`src/sv/ldh_pkg.sv`:
```
// ----------------------------------------------------------------------------
// ldh_pkg
// shared types and constants for the leading digit histogram unit
// ----------------------------------------------------------------------------
package ldh_pkg;

  localparam int unsigned CountBitsDefault = 32;
  localparam int unsigned NumBins = 10;
  localparam logic [3:0] RejectCode = 4'd10;
  localparam logic [53:0] SigLimit = 54'h20_0000_0000_0000;

  typedef enum logic [1:0] {
    CMD_COUNT  = 2'd0,
    CMD_REPORT = 2'd1,
    CMD_CLEAR  = 2'd2,
    CMD_NONE   = 2'd3
  } cmd_t;

  typedef struct packed {
    logic [1:0]  command;
    logic [63:0] sample_bits;
  } in_item_t;

  typedef struct packed {
    logic [3:0]  digit;
    logic [31:0] bin_count;
    logic        last;
  } out_item_t;

  // classified work passed from front to back
  typedef struct packed {
    cmd_t       command;
    logic [3:0] digit;
  } job_t;

  typedef enum logic [2:0] {
    FS_IDLE,
    FS_FRAC,
    FS_INT,
    FS_PUSH
  } front_state_t;

  typedef enum logic [1:0] {
    BS_IDLE,
    BS_REPORT
  } back_state_t;

endpackage

```
`src/sv/ldh_front.sv`:
```
// ----------------------------------------------------------------------------
// ldh_front
// accepts items, finds the leading decimal digit, pushes a job to the queue
// ----------------------------------------------------------------------------
module ldh_front (
  input  logic              clk,
  input  logic              rst_n,
  input  logic              in_valid,
  output logic              in_ready,
  input  ldh_pkg::in_item_t in_data,
  output logic              job_valid,
  input  logic              job_ready,
  output ldh_pkg::job_t     job_data
);

  ldh_pkg::front_state_t state_r, state_nxt;
  logic [63:0] sig_r, sig_nxt;          // integer value or fraction significand
  logic signed [12:0] exp_r, exp_nxt;
  ldh_pkg::job_t job_r, job_nxt;
  logic [4:0]  k_r, k_nxt;              // power of ten under test
  logic [3:0]  cnt_r, cnt_nxt;          // subtractions done at that power

  logic [10:0] biased;
  logic [51:0] frac;
  logic [6:0]  e_int;
  logic [63:0] int_val;
  logic [56:0] prod;
  logic [2:0]  sh;
  logic [52:0] q;
  logic [52:0] q_rnd;
  logic [53:0] q_inc;
  logic        rnd_up;
  logic [3:0]  rem_bits;
  logic [3:0]  half_bits;
  logic        ge_one;
  logic [63:0] ip;
  logic [12:0] nexp;
  logic [63:0] pow_k;

  // powers of ten that fit in 64 bits
  function automatic logic [63:0] pow10(logic [4:0] k);
    logic [63:0] p;
    unique case (k)
      5'd0:  p = 64'd1;
      5'd1:  p = 64'd10;
      5'd2:  p = 64'd100;
      5'd3:  p = 64'd1000;
      5'd4:  p = 64'd10000;
      5'd5:  p = 64'd100000;
      5'd6:  p = 64'd1000000;
      5'd7:  p = 64'd10000000;
      5'd8:  p = 64'd100000000;
      5'd9:  p = 64'd1000000000;
      5'd10: p = 64'd10000000000;
      5'd11: p = 64'd100000000000;
      5'd12: p = 64'd1000000000000;
      5'd13: p = 64'd10000000000000;
      5'd14: p = 64'd100000000000000;
      5'd15: p = 64'd1000000000000000;
      5'd16: p = 64'd10000000000000000;
      5'd17: p = 64'd100000000000000000;
      5'd18: p = 64'd1000000000000000000;
      5'd19: p = 64'd10000000000000000000;
      default: p = 64'd0;
    endcase
    return p;
  endfunction

  assign biased = in_data.sample_bits[62:52];
  assign frac   = in_data.sample_bits[51:0];
  assign e_int  = 7'(biased - 11'd1023);
  assign int_val = (e_int >= 7'd52) ? (64'({1'b1, frac}) << (e_int - 7'd52))
                                    : (64'({1'b1, frac}) >> (7'd52 - e_int));
  assign pow_k = pow10(k_r);

  // value >= 1 check on sig * 2^exp
  always_comb begin
    nexp = -exp_r;
    if (!exp_r[12]) ge_one = (sig_r != 64'd0);
    else if (nexp >= 13'd64) ge_one = 1'b0;
    else ge_one = ((sig_r >> nexp[5:0]) != 64'd0);
    if (!exp_r[12]) ip = sig_r;
    else if (nexp >= 13'd64) ip = 64'd0;
    else ip = sig_r >> nexp[5:0];
  end

  // one times-ten step with round to 53 bits, nearest even
  always_comb begin
    prod = 57'(sig_r[52:0]) * 57'd10;
    if (prod[56]) sh = 3'd4;
    else if (prod[55]) sh = 3'd3;
    else if (prod[54]) sh = 3'd2;
    else if (prod[53]) sh = 3'd1;
    else sh = 3'd0;
    q = 53'(prod >> sh);
    rem_bits = 4'(prod) & 4'((5'd1 << sh) - 5'd1);
    half_bits = (sh == 3'd0) ? 4'd0 : 4'(5'd1 << (sh - 3'd1));
    rnd_up = (sh != 3'd0) &&
             ((rem_bits > half_bits) || (rem_bits == half_bits && q[0]));
    q_inc = 54'(q) + 54'(rnd_up);
    q_rnd = q_inc[53] ? q_inc[53:1] : q_inc[52:0];
  end

  always_comb begin
    state_nxt = state_r;
    sig_nxt   = sig_r;
    exp_nxt   = exp_r;
    job_nxt   = job_r;
    k_nxt     = k_r;
    cnt_nxt   = cnt_r;
    in_ready  = (state_r == ldh_pkg::FS_IDLE);
    job_valid = (state_r == ldh_pkg::FS_PUSH);
    unique case (state_r)
      ldh_pkg::FS_IDLE: begin
        if (in_valid) begin
          job_nxt.command = ldh_pkg::cmd_t'(in_data.command);
          job_nxt.digit   = 4'd0;
          state_nxt = ldh_pkg::FS_PUSH;
          if (in_data.command == ldh_pkg::CMD_COUNT) begin
            priority if (biased == 11'h7FF) job_nxt.digit = ldh_pkg::RejectCode;
            else if (biased == 11'd0 && frac == 52'd0) job_nxt.digit = 4'd0;
            else if (biased >= 11'd1023) begin
              if (biased >= 11'd1087) job_nxt.digit = ldh_pkg::RejectCode;
              else begin
                sig_nxt = int_val;
                k_nxt = 5'd19;
                cnt_nxt = 4'd0;
                state_nxt = ldh_pkg::FS_INT;
              end
            end else if (biased == 11'd0) begin
              sig_nxt = 64'(frac);
              exp_nxt = -13'sd1074;
              state_nxt = ldh_pkg::FS_FRAC;
            end else begin
              sig_nxt = 64'({1'b1, frac});
              exp_nxt = 13'(signed'({2'b0, biased})) - 13'sd1075;
              state_nxt = ldh_pkg::FS_FRAC;
            end
          end
        end
      end
      ldh_pkg::FS_FRAC: begin
        if (ge_one) begin
          job_nxt.digit = (ip > 64'd9) ? 4'd9 : 4'(ip);
          state_nxt = ldh_pkg::FS_PUSH;
        end else if (prod >= 57'(ldh_pkg::SigLimit)) begin
          sig_nxt = 64'(q_rnd);
          exp_nxt = exp_r + 13'(sh) + 13'(q_inc[53]);
        end else begin
          sig_nxt = 64'(prod);
        end
      end
      ldh_pkg::FS_INT: begin
        // walk down to the largest power of ten not above the value,
        // then count how many times it fits: that count is the digit
        if (sig_r >= pow_k) begin
          sig_nxt = sig_r - pow_k;
          cnt_nxt = cnt_r + 4'd1;
        end else if (cnt_r != 4'd0) begin
          job_nxt.digit = cnt_r;
          state_nxt = ldh_pkg::FS_PUSH;
        end else begin
          k_nxt = k_r - 5'd1;
        end
      end
      ldh_pkg::FS_PUSH: begin
        if (job_ready) state_nxt = ldh_pkg::FS_IDLE;
      end
      default: state_nxt = ldh_pkg::FS_IDLE;
    endcase
  end

  always_ff @(posedge clk) begin
    if (!rst_n) state_r <= ldh_pkg::FS_IDLE;
    else state_r <= state_nxt;
    sig_r <= sig_nxt;
    exp_r <= exp_nxt;
    job_r <= job_nxt;
    k_r   <= k_nxt;
    cnt_r <= cnt_nxt;
  end

  assign job_data = job_r;

endmodule

```
`src/sv/ldh_queue.sv`:
```
// ----------------------------------------------------------------------------
// ldh_queue
// two-entry job queue between front and back
// ----------------------------------------------------------------------------
module ldh_queue (
  input  logic          clk,
  input  logic          rst_n,
  input  logic          wr_valid,
  output logic          wr_ready,
  input  ldh_pkg::job_t wr_data,
  output logic          rd_valid,
  input  logic          rd_ready,
  output ldh_pkg::job_t rd_data
);

  ldh_pkg::job_t mem_r [2];
  logic wp_r, rp_r;
  logic [1:0] cnt_r;
  logic push, pop;

  assign wr_ready = (cnt_r != 2'd2);
  assign rd_valid = (cnt_r != 2'd0);
  assign rd_data  = mem_r[rp_r];
  assign push = wr_valid && wr_ready;
  assign pop  = rd_valid && rd_ready;

  always_ff @(posedge clk) begin
    if (!rst_n) begin
      wp_r <= 1'b0;
      rp_r <= 1'b0;
      cnt_r <= 2'd0;
    end else begin
      if (push) wp_r <= ~wp_r;
      if (pop) rp_r <= ~rp_r;
      cnt_r <= cnt_r + 2'(push) - 2'(pop);
    end
    if (push) mem_r[wp_r] <= wr_data;
  end

endmodule

```
`src/sv/ldh_back.sv`:
```
// ----------------------------------------------------------------------------
// ldh_back
// bin store update, report walk and output register
// ----------------------------------------------------------------------------
module ldh_back #(
  parameter int unsigned COUNT_BITS = ldh_pkg::CountBitsDefault
) (
  input  logic               clk,
  input  logic               rst_n,
  input  logic               job_valid,
  output logic               job_ready,
  input  ldh_pkg::job_t      job_data,
  output logic               out_valid,
  input  logic               out_ready,
  output ldh_pkg::out_item_t out_data
);

  logic [COUNT_BITS-1:0] bins_r [ldh_pkg::NumBins];
  ldh_pkg::back_state_t state_r, state_nxt;
  logic [3:0] idx_r, idx_nxt;
  logic out_valid_r;
  ldh_pkg::out_item_t out_r;
  logic slot_free;
  logic out_load;
  logic [COUNT_BITS-1:0] cur, inc;
  logic [63:0] cur_w;

  assign slot_free = !out_valid_r || out_ready;
  assign cur = bins_r[job_data.digit];
  assign inc = (&cur) ? cur : cur + COUNT_BITS'(1);
  // a new item enters the output register this cycle
  assign out_load = (state_r == ldh_pkg::BS_IDLE && job_valid && slot_free &&
                     job_data.command == ldh_pkg::CMD_COUNT) ||
                    (state_r == ldh_pkg::BS_REPORT && slot_free);

  always_comb begin
    state_nxt = state_r;
    idx_nxt = idx_r;
    job_ready = 1'b0;
    unique case (state_r)
      ldh_pkg::BS_IDLE: begin
        if (job_valid && slot_free) begin
          if (job_data.command == ldh_pkg::CMD_REPORT) begin
            state_nxt = ldh_pkg::BS_REPORT;
            idx_nxt = 4'd0;
          end else job_ready = 1'b1;
        end
      end
      ldh_pkg::BS_REPORT: begin
        if (slot_free) begin
          idx_nxt = idx_r + 4'd1;
          if (idx_r == 4'(ldh_pkg::NumBins - 1)) begin
            job_ready = 1'b1;
            state_nxt = ldh_pkg::BS_IDLE;
          end
        end
      end
      default: state_nxt = ldh_pkg::BS_IDLE;
    endcase
  end

  always_ff @(posedge clk) begin
    if (!rst_n) begin
      state_r <= ldh_pkg::BS_IDLE;
      out_valid_r <= 1'b0;
      idx_r <= 4'd0;
      for (int i = 0; i < ldh_pkg::NumBins; i++) bins_r[i] <= '0;
    end else begin
      state_r <= state_nxt;
      idx_r <= idx_nxt;
      if (out_load) out_valid_r <= 1'b1;
      else if (out_ready) out_valid_r <= 1'b0;
      if (state_r == ldh_pkg::BS_IDLE && job_valid && slot_free) begin
        unique case (job_data.command)
          ldh_pkg::CMD_COUNT: begin
            out_r.last <= 1'b1;
            out_r.digit <= job_data.digit;
            if (job_data.digit == ldh_pkg::RejectCode) out_r.bin_count <= 32'd0;
            else begin
              bins_r[job_data.digit] <= inc;
              out_r.bin_count <= 32'(64'(inc));
            end
          end
          ldh_pkg::CMD_CLEAR:
            for (int i = 0; i < ldh_pkg::NumBins; i++) bins_r[i] <= '0;
          ldh_pkg::CMD_REPORT, ldh_pkg::CMD_NONE: ;
          default: ;
        endcase
      end
      if (state_r == ldh_pkg::BS_REPORT && slot_free) begin
        out_r.digit <= idx_r;
        out_r.bin_count <= cur_w[31:0];
        out_r.last <= (idx_r == 4'(ldh_pkg::NumBins - 1));
      end
    end
  end

  assign cur_w = 64'(bins_r[idx_r]);
  assign out_valid = out_valid_r;
  assign out_data = out_r;

endmodule

```
`src/sv/leading_digit_histogram_unit.sv`:
```
// ----------------------------------------------------------------------------
// leading_digit_histogram_unit
// leading decimal digit histogram of double-precision samples
// ----------------------------------------------------------------------------
// usage:
// - in channel (in_valid/in_ready/in_data) takes a command and a 64-bit
//   double bit pattern; count gives one item, report gives ten (bins 0..9,
//   last on bin 9), clear and the unused command give none
// - out channel (out_valid/out_ready/out_data) carries digit, count, last
// - the front takes one item at a time: a fraction below one needs one
//   times-ten step per cycle, an integer one power-of-ten compare or
//   subtract per cycle
// - a two-entry job queue lets the front classify while the back drains
// - a count result passes the front, the job queue and the output register;
//   a report streams one bin per cycle while out_ready is high
// - reset zeroes all bins and empties the queue and output register
// - when the receiver stalls, the output register holds and the queue
//   fills, after which in_ready stays low
module leading_digit_histogram_unit #(
  parameter int unsigned COUNT_BITS = ldh_pkg::CountBitsDefault
) (
  input  logic               clk,
  input  logic               rst_n,
  input  logic               in_valid,
  output logic               in_ready,
  input  ldh_pkg::in_item_t  in_data,
  output logic               out_valid,
  input  logic               out_ready,
  output ldh_pkg::out_item_t out_data
);

  // front to queue
  logic          fq_valid, fq_ready;
  ldh_pkg::job_t fq_data;
  // queue to back
  logic          qb_valid, qb_ready;
  ldh_pkg::job_t qb_data;

  ldh_front u_front (
    .clk, .rst_n, .in_valid, .in_ready, .in_data,
    .job_valid(fq_valid), .job_ready(fq_ready), .job_data(fq_data)
  );

  ldh_queue u_queue (
    .clk, .rst_n,
    .wr_valid(fq_valid), .wr_ready(fq_ready), .wr_data(fq_data),
    .rd_valid(qb_valid), .rd_ready(qb_ready), .rd_data(qb_data)
  );

  ldh_back #(.COUNT_BITS(COUNT_BITS)) u_back (
    .clk, .rst_n,
    .job_valid(qb_valid), .job_ready(qb_ready), .job_data(qb_data),
    .out_valid, .out_ready, .out_data
  );

endmodule

```
`config.mk`:
```
export PLATFORM = sky130hd
export DESIGN_NAME = leading_digit_histogram_unit
export DESIGN_NICKNAME = d
export VERILOG_FILES = /design/src/sv/ldh_pkg.sv /design/src/sv/ldh_front.sv /design/src/sv/ldh_queue.sv /design/src/sv/ldh_back.sv /design/src/sv/leading_digit_histogram_unit.sv
export SDC_FILE = /design/constraint.sdc
export NUM_CORES = 2
export LEC_CHECK = 0
export BUFFER_PORTS_ARGS = -buffer_cell sky130_fd_sc_hd__buf_2
export CORE_MARGIN = 2
export CORE_UTILIZATION = 30
export CTS_CLUSTER_SIZE = 40
export DETAILED_ROUTE_END_ITERATION = 10
export PLACE_DENSITY = 0.43
export SYNTH_ARGS = -nofsm -noshare
export SYNTH_HDL_FRONTEND = slang
export SYNTH_SLANG_ARGS = --single-unit
```
`constraint.sdc`:
```
create_clock -name clk -period 11.84 [get_ports clk]
set_input_delay 1.776 -clock clk [delete_from_list [all_inputs] [get_ports clk]]
set_output_delay 1.776 -clock clk [all_outputs]
set_load 0.01 [all_outputs]
```
Yosys cells after proc, flatten, opt, wreduce, memory -nomap -nowiden
Memories as Yosys holds them, arrays and structs flattened. A register that Yosys moved wholly into a read port is not among the register bits.
Index checks and enable logic that the tools add are counted.
Storage, ports and cells
  logic and storage cells: 261
  bits in registers: 143
  ROM bits: 1888
  memories: 3
  RAM bits: 332
Memories
  (no name shown): depth 32, bits a word 59, rd ports 1, clocked after Yosys merged registers in 1, wr ports 0, RTL line ldh_front.sv:43  | unique case (k)
  u_back.bins_r: depth 10, bits a word 32, rd ports 2, clocked after Yosys merged registers in 1, wr ports 10, RTL line ldh_back.sv:18  | logic [COUNT_BITS-1:0] bins_r [ldh_pkg::NumBins];
  u_queue.mem_r: depth 2, bits a word 6, rd ports 1, clocked after Yosys merged registers in 1, wr ports 1, RTL line ldh_queue.sv:16  | ldh_pkg::job_t mem_r [2];
Cells by class
  shift operators: 6
  reductions and logical operators: 45
  multiply operators: 1
  bitwise operators: 13
  mux-type cells: 121
  order comparisons: 8
  $add $sub $neg: 17
  equal/unequal tests: 31
Operator list (count)
  64-bit two-way mux: 11
  32-bit two-way mux: 13
  64-bit case mux with 3 select lines: 1
  64-bit nonzero test: 2
  37-bit two-way mux: 3
  53-bit two-way mux: 2
  13-bit two-way mux: 8
  4-bit two-way mux: 24
  64-bit greater-or-equal comparator: 1
  64-bit by 4-bit > comparator with 1-bit output (second input constant): 1
  53-bit by 7-bit << shifter with 64-bit output: 1
  53-bit by 7-bit >> shifter with 64-bit output: 1
  64-bit by 6-bit >> shifter with 64-bit output: 1
  64-bit subtractor: 1
  57-bit by 54-bit greater-or-equal comparator with 1-bit output (second input constant): 1
  57-bit two-way mux: 1
  57-bit by 3-bit >> shifter with 53-bit output: 1
  53-bit by 3-bit multiplier with 56-bit output (second input constant): 1
  53-bit by 1-bit adder with 54-bit output: 1
  52-bit logical NOT: 1
  5-bit two-way mux: 9
  3-bit two-way mux: 11
  32-bit by 1-bit adder with 32-bit output (second input constant): 1
  32-bit AND reduction: 1
  other kinds (57): 144

Logic depth before layout (Yosys ltp)
  word-level depth: 17
  depth in mapped cells: 39
  mapped depth without buffers: 34

Hierarchy
A second synthesis with hierarchy kept.
Second synthesis, totals
  cell total of the unflattened synthesis: 5937
  area total of the unflattened synthesis: 58207.1 µm²
Modules (own cells, without submodules)
  ldh_front: times used 1, seq. area each 3883.7 µm², area an instance 29403.2 µm², cells each 4143
  ldh_back: times used 1, seq. area each 16686.0 µm², area an instance 28135.7 µm², cells each 1751
  ldh_queue: times used 1, seq. area each 460.4 µm², area an instance 668.1 µm², cells each 43

Worst setup path after synthesis
No wires, ideal clock.
  path kind: register to register
  start: register u_front.exp_r[0]
  end: register u_front.sig_r[0] (enable)
  buffers on the path: 3
  setup time: 0.486 ns
  cell stages (with the launch flop): 18
  data required time: 11.354 ns
  path slack: 3.461 ns
  arrival: 7.893 ns
  clock period less this slack: 8.379 ns
  cells stage by stage: edfxtp_1 -> buf_1 -> clkbuf_1 -> inv_1 -> ha_1 -> buf_1 -> mux4_2 -> mux4_2 -> a2111oi_0 -> nand4_1 -> o41ai_1 -> nand4_1 -> a2111oi_0 -> a31oi_1 -> or2_2 -> nand2_1 -> nand3b_1 -> nor2_1
On the way
  longest elaborated chain between the ends: 7
RTL lines
  start: declaration: RTL line ldh_front.sv:18  | logic signed [12:0] exp_r, exp_nxt;
  start signal: assignment: RTL line ldh_front.sv:177  | exp_r <= exp_nxt;
  13-bit negation (*): RTL line ldh_front.sv:78  | nexp = -exp_r;
  64-bit by 6-bit >> shifter with 64-bit output: RTL line ldh_front.sv:81  | else ge_one = ((sig_r >> nexp[5:0]) != 64'd0);
  64-bit nonzero test: RTL line ldh_front.sv:81
  1-bit two-way mux (*): RTL line ldh_front.sv:80  | else if (nexp >= 13'd64) ge_one = 1'b0;
  1-bit two-way mux (*): RTL line ldh_front.sv:79  | if (!exp_r[12]) ge_one = (sig_r != 64'd0);
  2-bit inequality test (no line) (*)
  8-bit AND reduction (no line) (*)
  end signal: assignment: RTL line ldh_front.sv:176  | sig_r <= sig_nxt;
  end: declaration: RTL line ldh_front.sv:17  | logic [63:0] sig_r, sig_nxt;
Mark *: on every way between the ends. The rest lies on a longest branch, timed or not.
A chain may end at the register's enable or synchronous reset.

Final worst setup path
  start: register u_front.sig_r[50]
  end: register u_front.exp_r[10], data pin
On the way
  longest elaborated chain between the ends: 17
RTL lines
  53-bit by 3-bit multiplier with 56-bit output (*): RTL line ldh_front.sv:89  | prod = 57'(sig_r[52:0]) * 57'd10;
  parallel branches: the longest is 12 deep, another holds 53-bit by 1-bit adder with 54-bit output
  13-bit by 1-bit adder with 13-bit output (*): RTL line ldh_front.sv:148  | exp_nxt = exp_r + 13'(sh) + 13'(q_inc[53]);
  13-bit two-way mux (*): RTL line ldh_front.sv:146  | end else if (prod >= 57'(ldh_pkg::SigLimit)) begin
  13-bit two-way mux (*): RTL line ldh_front.sv:143  | if (ge_one) begin
  13-bit case mux with 2 select lines (*): RTL line ldh_front.sv:113  | unique case (state_r)
  via u_front.exp_nxt[10]: RTL line ldh_front.sv:18
Mark *: on every way through the listed nets, which the timed path passes. The select of a mux whose other input is x is not followed.

==> flow_summary.json <==
{
  "period_minus_slack_ns": 9.292,
  "layout_common_cells": "660 x nor2_1, 653 x edfxtp_1, 476 x o21ai_0",
  "drv_cap": 0,
  "ant_nets": 0,
  "wl_per_cell_um": 30.17,
  "place_area_mm2": 0.06086,
  "grt-ovfl-total": 0,
  "worst_ep_required_time_ns": 12.28,
  "crit_slowest_cell": "edfxtp_1",
  "viasPerCell": 6.026,
  "start_util_pct": 30.19,
  "syn_inst": 5932,
  "dr_total_vias": 50830,
  "coreArea_mm2": 0.1902,
  "final-hold-violation-count": 0,
  "grt_pass1_wl_um": 361300,
  "dr.max_layer_used": "met4",
  "antenna_found_initial": 6,
  "max_freq_ghz": 0.1076,
  "r2r_setup_slack_ns": 2.55,
  "first_pass_iters": 6,
  "critPathKind": "reg -> reg",
  "htree_levels": 3,
  "setup-tns-final_ns": 0,
  "synth_area_leaders": "edfxtp_1 34%, mux4_2 12%, nor2_1 4.3%",
  "numCtsBuffers": 87,
  "yosysUniqueCellTypes": 113,
  "postCtsHoldBufs": 0,
  "seq_area_frac_synth_pct": 36.63,
  "final_area_mm2": 0.06362,
  "skew_ns": 0.04322,
  "worstReg2RegEnd": "u_front.exp_r[10]",
  "root_buffer": "clkbuf_16",
  "synth.top_cell.area_share_pct": 34.15,
  "io_pins": 109,
  "crit_top_cell": "ha_1",
  "yosysTopAreaCell": "edfxtp_1",
  "routed_wl_um": 254500,
  "critPathArrivalTime_ns": 9.73,
  "areaGrowthSynthToFinish_pct": 10.80,
  "synth_edf_count": 653,
  "crit_fanout": 24,
  "cp_slowest_stage_delay_ns": 1.10,
  "grt_start_max_net_pins": 106,
  "drcViolationCount": 0,
  "track_usage_pct": 25.46,
  "die_h_um": 441.5,
  "start_kind": "register",
  "synth.avg_cell_area_um2": 9.680,
  "die_w_um": 441.5,
  "synth_ff_type": "edfxtp_1",
  "hold_path.class": "reg -> reg",
  "status": "completed",
  "finalSetupViolCount": 0,
  "synth.cell_area_mm2": 0.05742,
  "drive_above_1_share_pct": 15.65,
  "critPathCapture": "u_front.exp_r[10]",
  "worst_slew_pin_slew_ns": 1.247,
  "post-dp-hpwl_um": 175400,
  "tritoncts": "done",
  "routed-wl-met3_um": 16710,
  "drt_iter0_drc": 5317,
  "synthArstFlopShare_pct": 0,
  "gp_congestion": 0.9529,
  "worst_setup_path_end_kind": "register",
  "grt_pass1_vias": 49730,
  "layout_commonest_cell": "nor2_1",
  "io_buffer_count": 107,
  "met2WireLength_um": 119900,
  "ys_ff_latch": 724,
  "rsz0062_at_grt": "no",
  "critPathLaunch": "u_front.sig_r[50]",
  "rr_startpoint": "u_front.sig_r[50]",
  "timing.final.max_slew_violations": 0,
  "met1Wirelength_um": 102700,
  "yosys_warnings": 0,
  "cts_buffer_depth": 3,
  "cts_setup_buffers": 0,
  "cts.sinks": 724,
  "fin_nets": 6121,
  "cts_resized": 0,
  "clk_latency_ns": 0.73,
  "reg2reg_depth": 30,
  "relSlewSlack_pct": 16.01,
  "clk_pin_slew_worst_paths_ns": 0.06,
  "dieArea_mm2": 0.1949,
  "std_cell_rows": 160,
  "period_share_pct": 78.48
}
==> critical path: cells and delay by family (launching register included) <==
family,cells,cell delay (ns)
buffers and inverters,2,0.29
xor gates and xnor gates,1,0.14
and+or+nand+nor,10,3.12
AOI/OAI and AO/OA,11,2.37
DFF,1,1.10
adders and majority gates,6,1.95
==> cells in the mapped netlist (all sizes together), types with 15 or more instances <==
master  number
o32a        16
clkbuf     317
nor4        72
nor4b       15
nand4       63
o211ai      41
o31ai       26
mux2i      157
a211oi      67
o21bai      17
and2        86
nor3       140
or3         31
edfxtp     653
a21o        74
mux4       307
o22ai       64
nand2b      88
a221o       16
a221oi      39
ha         194
xor2        78
nand3      133
a31o        15
nor2b       25
xnor2      132
nor2       667
mux2        72
and3        32
nand2      455
or2         24
a21oi      446
buf        150
o21a        33
a22oi      102
dfxtp       71
o21ai      510
inv        178
a31oi       50
a22o        35
o221ai      33
==> how the worst min path moves through the flow <==
stage | from | end | cells past startpoint
detailed placement | u_front.job_data[0] | u_queue.mem_r[0][0] | 0
global placement | u_front.job_data[5] | u_queue.mem_r[1][5] | 0
finish | u_front.job_data[1] | u_queue.mem_r[1][1] | 0
CTS | u_front.job_data[0] | u_queue.mem_r[0][0] | 0
global route | u_front.job_data[0] | u_queue.mem_r[1][0] | 0
floorplan | u_front.job_data[0] | u_queue.mem_r[0][0] | 0
==> state kept, by name, summed over array words and instances, names as in the netlist, named ones only <==
register and count:
u_queue.mem_r 12, u_front.cnt_r 4, u_front.exp_r 13, u_front.job_data 6, u_queue.cnt_r 2, u_queue.rp_r 1, u_back.bins_r 512, u_front.sig_r 64
u_back.idx_r 4, u_back.out_data 37, u_front.state_r 2, u_front.k_r 5, u_back.state_r 1, u_queue.wp_r 1, u_back.out_valid 1, u_front.pow_k 54
==> layer usage <==
layer	vias up	track usage [%]
li1	22490	-
met1	25610	32.24
met3	497	3.645
met2	2237	42.21
met5	-	0
met4	0	13.05
==> stage by stage <==
step	std cells	setup WS, ns	hold WS (ns)	utilization [%]
after floorplan	5963	3.461	0.4215	-
after global placement	8275	2.624	0.4291	32.00
after detailed placement	8275	2.640	0.4344	32.00
after CTS	8433	2.631	0.4341	33.45
after global routing	8433	1.979	0.4493	33.45
final	8436	2.548	0.4388	33.45
==> final cells by class <==
cell class,instances,area [µm²]
Fill cell,19630,126600
Multi-Input combinational cell,4594,34260
Sequential cell,724,21040
Tap cell,2511,3142
Clock buffer,117,2351
Timing Repair Buffer,268,1747
Inverter,178,668.1
Clock inverter,41,401.6
Antenna cell,3,7.507
==> cell families after synthesis <==
kind of cell,share of synthesized area (%)
other,0.006531
buffers and inverters,4.650
flip-flops,36.63
multiplexers,16.20
AND/OR/NAND/NOR,15.75
XOR/XNOR,3.242
adder cells (fa/ha/maj),4.367
AO/OA/AOI/OAI,19.16
Power is not shown: default switching activity piles up to over one toggle a cycle in this logic, so the estimate is an artifact.
